==> src/hw/rtl/cstl_pkg.sv <==
// Shared types and constants for the cache set tag lookup block.
package cstl_pkg;

  localparam int TAG_W        = 8;
  localparam int AGE_W        = 16;
  localparam int WAYS_DEFAULT = 2;

  typedef logic [TAG_W-1:0] tag_t;
  typedef logic [AGE_W-1:0] age_t;

  // Line write request from the lookup logic to the way storage.
  typedef struct packed {
    logic we;
    logic fill;
    tag_t tag;
    age_t age;
  } upd_t;

endpackage

==> src/hw/rtl/cache_set_tag_lookup_lru.sv <==
// Top level of one cache set: access register, lookup, way storage and result register.
//
//   Channel   Handshake          Fields
//   access    start / busy       tag
//   result    done (strobe)      hit, way, evicted_valid, evicted_tag
//
// An item accepted at one edge is registered, looked up against the set in the
// next cycle, and its result is then registered and shown on done.
// A new item may be accepted every cycle while busy is low; each lookup sees
// the state left by the item before it, because the set is written at the
// edge that registers the result. Throughput is one item per cycle when not busy.
// Synchronous reset empties the set; busy is high during reset and clears after it.
// The receiver cannot stall; each result is shown for exactly one cycle.
module cache_set_tag_lookup_lru
  import cstl_pkg::*;
#(
  parameter int NumWays = WAYS_DEFAULT
) (
  input  logic clk,
  input  logic rst,
  input  logic start,
  output logic busy,
  input  tag_t tag,
  output logic done,
  output logic hit,
  output logic way,
  output logic evicted_valid,
  output tag_t evicted_tag
);

  localparam int WayW = (NumWays > 1) ? $clog2(NumWays) : 1;

  logic               in_valid;
  tag_t               in_tag;
  logic [NumWays-1:0] valid;
  tag_t [NumWays-1:0] tags;
  age_t [NumWays-1:0] ages;
  logic               lk_hit;
  logic [WayW-1:0]    lk_way;
  logic               lk_ev_valid;
  tag_t               lk_ev_tag;
  upd_t               upd;

  always_ff @(posedge clk) begin
    if (rst) begin
      busy     <= 1'b1;
      in_valid <= 1'b0;
      done     <= 1'b0;
    end else begin
      busy     <= 1'b0;
      in_valid <= start && !busy;
      done     <= in_valid;
    end
  end

  always_ff @(posedge clk) begin
    if (start && !busy) begin
      in_tag <= tag;
    end
    if (in_valid) begin
      hit           <= lk_hit;
      way           <= lk_way[0];
      evicted_valid <= lk_ev_valid;
      evicted_tag   <= lk_ev_tag;
    end
  end

  cstl_lookup #(
    .NumWays (NumWays),
    .WayW    (WayW)
  ) u_lookup (
    .req      (in_valid),
    .tag      (in_tag),
    .valid    (valid),
    .tags     (tags),
    .ages     (ages),
    .hit      (lk_hit),
    .way_sel  (lk_way),
    .ev_valid (lk_ev_valid),
    .ev_tag   (lk_ev_tag),
    .upd      (upd)
  );

  cstl_ways #(
    .NumWays (NumWays),
    .WayW    (WayW)
  ) u_ways (
    .clk     (clk),
    .rst     (rst),
    .upd     (upd),
    .upd_way (lk_way),
    .valid   (valid),
    .tags    (tags),
    .ages    (ages)
  );

  a_done_follows: assert property (@(posedge clk) disable iff (rst)
    in_valid |=> done)
    else $error("Registered item produced no result strobe.");

  a_fill_valid: assert property (@(posedge clk) disable iff (rst)
    (upd.we && upd.fill) |=> valid[$past(lk_way)])
    else $error("Filled way is not marked valid.");

  a_stamp_written: assert property (@(posedge clk) disable iff (rst)
    upd.we |=> (ages[$past(lk_way)] == $past(upd.age)))
    else $error("Accessed way did not take the new age stamp.");

  a_hit_no_evict: assert property (@(posedge clk) disable iff (rst)
    done |-> !(hit && evicted_valid))
    else $error("A hit reported an eviction.");

endmodule

==> src/hw/rtl/cstl_ways.sv <==
// Way storage of one set: valid bits, tags and age counters.
module cstl_ways
  import cstl_pkg::*;
#(
  parameter int NumWays = WAYS_DEFAULT,
  parameter int WayW    = (NumWays > 1) ? $clog2(NumWays) : 1
) (
  input  logic                     clk,
  input  logic                     rst,
  input  upd_t                     upd,
  input  logic [WayW-1:0]          upd_way,
  output logic [NumWays-1:0]       valid,
  output tag_t [NumWays-1:0]       tags,
  output age_t [NumWays-1:0]       ages
);

  always_ff @(posedge clk) begin
    if (rst) begin
      valid <= '0;
      tags  <= '0;
      ages  <= '0;
    end else if (upd.we) begin
      for (int i = 0; i < NumWays; i++) begin
        if (upd_way == WayW'(i)) begin
          ages[i] <= upd.age;
          if (upd.fill) begin
            valid[i] <= 1'b1;
            tags[i]  <= upd.tag;
          end
        end
      end
    end
  end

endmodule

==> src/hw/rtl/cstl_lookup.sv <==
// Tag compare, victim choice and age stamp for one access, as reduction trees.
module cstl_lookup
  import cstl_pkg::*;
#(
  parameter int NumWays = WAYS_DEFAULT,
  parameter int WayW    = (NumWays > 1) ? $clog2(NumWays) : 1
) (
  input  logic               req,
  input  tag_t               tag,
  input  logic [NumWays-1:0] valid,
  input  tag_t [NumWays-1:0] tags,
  input  age_t [NumWays-1:0] ages,
  output logic               hit,
  output logic [WayW-1:0]    way_sel,
  output logic               ev_valid,
  output tag_t               ev_tag,
  output upd_t               upd
);

  localparam int Leaves = 1 << WayW;
  localparam int Nodes  = 2 * Leaves - 1;

  logic [Nodes-1:0]           pres;
  logic [Nodes-1:0]           hit_f;
  logic [Nodes-1:0]           inv_f;
  logic [Nodes-1:0][WayW-1:0] hit_i;
  logic [Nodes-1:0][WayW-1:0] inv_i;
  logic [Nodes-1:0][WayW-1:0] min_i;
  age_t [Nodes-1:0]           min_a;
  tag_t [Nodes-1:0]           min_t;
  age_t [Nodes-1:0]           max_a;

  // Leaves are in way order, so the left child always holds the lower ways.
  for (genvar i = 0; i < Leaves; i++) begin : g_leaf
    if (i < NumWays) begin : g_way
      assign pres[Leaves-1+i]  = 1'b1;
      assign hit_f[Leaves-1+i] = valid[i] && (tags[i] == tag);
      assign inv_f[Leaves-1+i] = !valid[i];
      assign hit_i[Leaves-1+i] = WayW'(i);
      assign inv_i[Leaves-1+i] = WayW'(i);
      assign min_i[Leaves-1+i] = WayW'(i);
      assign min_a[Leaves-1+i] = ages[i];
      assign min_t[Leaves-1+i] = tags[i];
      assign max_a[Leaves-1+i] = ages[i];
    end else begin : g_pad
      assign pres[Leaves-1+i]  = 1'b0;
      assign hit_f[Leaves-1+i] = 1'b0;
      assign inv_f[Leaves-1+i] = 1'b0;
      assign hit_i[Leaves-1+i] = '0;
      assign inv_i[Leaves-1+i] = '0;
      assign min_i[Leaves-1+i] = '0;
      assign min_a[Leaves-1+i] = '0;
      assign min_t[Leaves-1+i] = '0;
      assign max_a[Leaves-1+i] = '0;
    end
  end

  for (genvar n = 0; n < Leaves - 1; n++) begin : g_node
    logic take_r;
    assign take_r   = pres[2*n+2] && (min_a[2*n+2] < min_a[2*n+1]);
    assign pres[n]  = pres[2*n+1] | pres[2*n+2];
    assign hit_f[n] = hit_f[2*n+1] | hit_f[2*n+2];
    assign hit_i[n] = hit_f[2*n+1] ? hit_i[2*n+1] : hit_i[2*n+2];
    assign inv_f[n] = inv_f[2*n+1] | inv_f[2*n+2];
    assign inv_i[n] = inv_f[2*n+1] ? inv_i[2*n+1] : inv_i[2*n+2];
    assign min_i[n] = take_r ? min_i[2*n+2] : min_i[2*n+1];
    assign min_a[n] = take_r ? min_a[2*n+2] : min_a[2*n+1];
    assign min_t[n] = take_r ? min_t[2*n+2] : min_t[2*n+1];
    assign max_a[n] = (max_a[2*n+2] > max_a[2*n+1]) ? max_a[2*n+2] : max_a[2*n+1];
  end

  always_comb begin
    hit      = hit_f[0];
    ev_valid = 1'b0;
    ev_tag   = '0;
    if (hit_f[0]) begin
      way_sel = hit_i[0];
    end else if (inv_f[0]) begin
      way_sel = inv_i[0];
    end else begin
      way_sel  = min_i[0];
      ev_valid = pres[0];
      ev_tag   = min_t[0];
    end
    upd.we   = req;
    upd.fill = !hit_f[0];
    upd.tag  = tag;
    upd.age  = max_a[0] + age_t'(1);
  end

endmodule
==> config.mk <==
export PLATFORM = sky130hd
export DESIGN_NAME = cache_set_tag_lookup_lru
export DESIGN_NICKNAME = d
export VERILOG_FILES = /design/src/hw/rtl/cstl_pkg.sv /design/src/hw/rtl/cache_set_tag_lookup_lru.sv /design/src/hw/rtl/cstl_ways.sv /design/src/hw/rtl/cstl_lookup.sv
export SDC_FILE = /design/constraint.sdc
export NUM_CORES = 1
export LEC_CHECK = 0
export BUFFER_PORTS_ARGS = -buffer_cell sky130_fd_sc_hd__buf_4
export CORE_MARGIN = 3
export CORE_UTILIZATION = 55
export CTS_CLUSTER_SIZE = 40
export DETAILED_ROUTE_END_ITERATION = 6
export PLACE_DENSITY = 0.7
export SKIP_CTS_REPAIR_TIMING = 1
export SLEW_MARGIN = 20
export SYNTH_ARGS = -nofsm -noshare
export SYNTH_HDL_FRONTEND = slang
export SYNTH_SLANG_ARGS = --single-unit
==> constraint.sdc <==
create_clock -name clk -period 5.3 [get_ports clk]
set_input_delay 1.59 -clock clk [delete_from_list [all_inputs] [get_ports clk]]
set_output_delay 1.59 -clock clk [all_outputs]
set_load 0.02 [all_outputs]
==> flow_metrics.py <==
metrics = {
    "finish": {
        "fin_util": 0.636,
        "fin_area_um2": 4640,
        "final_layout_size_suffix_gt1_frac": 0.100,
        "num_antenna_cells": 0,
        "layout.filler_cells": 659,
        "area_growth_syn_to_layout_pct": 11.1,
        "layout.nets": 542,
    },
    "place": {
        "hpwl_mm": 6.89,
        "dpl-instance-area_um2": 4400,
        "portBuffers": 23,
        "globalplace.congestion": 0.887,
    },
    "global_routing": {
        "grt_start_max_net_pins": 54,
        "grtUsageTotal": 0.247,
        "grt_pass1_vias": 3477,
        "grt_pass1_wl_mm": 16.9,
        "gr-total-overflow": 0,
        "grt_antenna_before_repair": 0,
    },
    "die": {
        "die_x_um": 93.2,
        "die_area_um2": 8680,
        "floorplan.rows": 31,
        "initial_core_util": 0.573,
        "coreArea_um2": 7290,
        "ioPinCount": 24,
        "die_h_um": 93.2,
    },
    "sta": {
        "rsz0062_at_grt": "no",
        "finalSetupViolCount": 0,
        "drv_slew": 0,
        "relSlewSlack": 0.497,
        "period_share": 0.904,
        "worst_slew_pin_slew_ns": 0.754,
        "timing.fmax_mhz": 209,
        "finalHoldViolCount": 0,
        "skew_ns": 0.00919,
        "whs_ns": 0.494,
        "tns_ns": 0,
        "finalCriticalPeriod_ns": 4.79,
    },
    "worst_hold_path": {
        "hp-class": "reg -> reg",
    },
    "setup_path": {
        "worstRegToRegCells": 18,
        "cp-end-kind": "register",
        "worstPathArrival_ns": 5.07,
        "crit_start": "u_ways.ages[15]",
        "start_kind": "register",
        "r2r_slack_ns": 0.51,
        "cp_max_fo": 17,
        "r2r-start": "u_ways.ages[15]",
        "crit_type": "reg -> reg",
        "setup.worst_path.end": "u_ways.ages[12]",
        "reg2reg_to": "u_ways.ages[12]",
        "cp.required_ns": 5.57,
    },
    "yosys": {
        "synth_cells": 502,
        "synth_top_cells_by_count": "nand2_1 (66), dfxtp_1 (53), a21oi_1 (49)",
        "ys_types": 50,
        "synthArstFlopShare": 0,
        "yosys.area.top_type_share": 0.254,
        "syn_area_per_cell_um2": 8.32,
        "netlist_area_um2": 4180,
        "yosysSeqAreaShare": 0.391,
        "synthesis.nets": 530,
        "synth_flop_cell": "dfxtp_1",
        "synth.most_common_cell": "nand2_1",
        "ys_top_cells_by_area": "dfxtp_1 (25%), edfxtp_1 (14%), nand2_1 (5.9%)",
        "synth-edff-count": 19,
        "ys_ff_latch": 72,
        "yosys_warnings": 0,
        "yosysTopAreaCell": "dfxtp_1",
    },
    "cts": {
        "clockBufferDepth": 2,
        "cts.clk_slew.worst_paths_ns": 0.07,
        "cts.sink_count": 72,
        "clockRootBuffer": "clkbuf_8",
        "worstSkewPairLatency_ns": 0.35,
        "htree_levels": 3,
        "numCtsBuffers": 9,
        "cts_tree": "yes",
    },
    "routing": {
        "vias_per_cell": 5.97,
        "post-route-drc-count": 0,
        "num_vias": 3691,
        "dr.pass1.iters": 7,
        "drtAntennaViolNets": 0,
        "drt_wl_total_mm": 10.1,
        "first_iter_violations": 210,
        "wl_per_cell_um": 16.3,
    },
    "pwr": {
        "vdd_ir_drop_max_uv": 176,
        "p_leak_uw": 0.00162,
        "p_per_area_nw_per_um2": 267,
    },
    "status": {
        "status": "finished, final reports clean",
    },
    "job": {
        "cap_violations": 0,
    },
}
routing by layer:
metal	global-route usage	routed length, um	vias to the layer above
li1	-	-	1803
met1	0.355	4880	1747
met2	0.360	4470	120
met3	0.0523	540	21
met4	0.100	195	0
met5	0	0	-
report_power, final:
part           internal (uW)  total [uW]  switching, uW
Combinational           41.3         122           80.3
Sequential               573         584           11.3
Clock                    315         531            216
Total                    930        1240            307
layout make-up:
class | count | area (um^2) | area share
timing repair buffer | 29 | 218 | 0.0469
multi-input combinational | 380 | 2340 | 0.505
inverter | 22 | 82.6 | 0.0178
clock inverter | 6 | 115 | 0.0248
sequential | 72 | 1630 | 0.352
clock buffer | 10 | 128 | 0.0275
tap | 99 | 124 | 0.0267
critical path, stage by stage (launching register included):
cell      delay [ns]
dfxtp_1         0.41
inv_1           0.08
ha_1            0.37
nand4_4         0.15
nor4_4          0.32
a21bo_1         0.25
and3_4          0.24
nor2_1          0.52
nand2_1         0.12
o21ai_0         0.11
ha_1            0.34
nand4_1         0.19
nor2_1          0.29
and2_1          0.25
nand3_1         0.14
or3_1           0.39
a221oi_1        0.28
o21ai_1         0.10
a21oi_1         0.15
stage by stage:
step                std cells  setup WS, ns  total power, uW
finish                    618         0.506             1240
global route              618         0.156             1280
CTS                       618         0.591             1250
detailed placement        602         0.681              717
global placement          602          1.03              713
floorplan                 502          1.14              683
flip-flops by register name, indices dropped and copies added, names as in the netlist:
signal and cells:
u_ways.ages 32, u_ways.valid 2, busy 1, u_ways.tags 16
way 1, evicted_valid 1, done 1, in_valid 1
evicted_tag 8, hit 1, in_tag 8
worst min-delay path by stage:
stage / startpoint / endpoint / slack, ns / cells after the start
after floorplan: u_ways.ages[8] / u_ways.ages[8] / 0.45 / 2
after global placement: u_ways.ages[7] / u_ways.ages[7] / 0.46 / 2
after detailed placement: u_ways.ages[7] / u_ways.ages[7] / 0.48 / 2
after CTS: u_ways.ages[7] / u_ways.ages[7] / 0.49 / 2
after global routing: u_ways.ages[7] / u_ways.ages[7] / 0.51 / 2
final: u_ways.ages[1] / u_ways.ages[1] / 0.49 / 2
cells by family after synthesis:
| group | share of synthesized area |
|---|---|
| xor+xnor | 0.0755 |
| fa+ha+maj | 0.0509 |
| mux | 0.0455 |
| simple gates | 0.218 |
| buf+inv | 0.0503 |
| flops | 0.391 |
| compound gates | 0.169 |
cell usage in the layout, fill, tap and decap left out, types with 2 or more instances in the layout:
cell,instances
a21o_1,2
a21oi_1,49
a221oi_1,3
a311o_1,2
a31oi_1,5
and2_1,8
and3_1,5
buf_4,29
bufinv_16,3
clkbuf_8,9
dfxtp_1,53
edfxtp_1,19
ha_1,17
inv_1,22
mux2i_1,19
nand2_1,66
nand2b_1,2
nand3_1,24
nand4_1,9
nor2_1,43
nor2b_1,6
nor3_1,9
nor4_1,8
o211ai_1,7
o21ai_0,33
o21ai_1,2
o22ai_1,2
o31ai_1,2
or3_1,2
xnor2_1,25
xor2_1,11
Note: power is estimated with default switching activity, not from simulation.
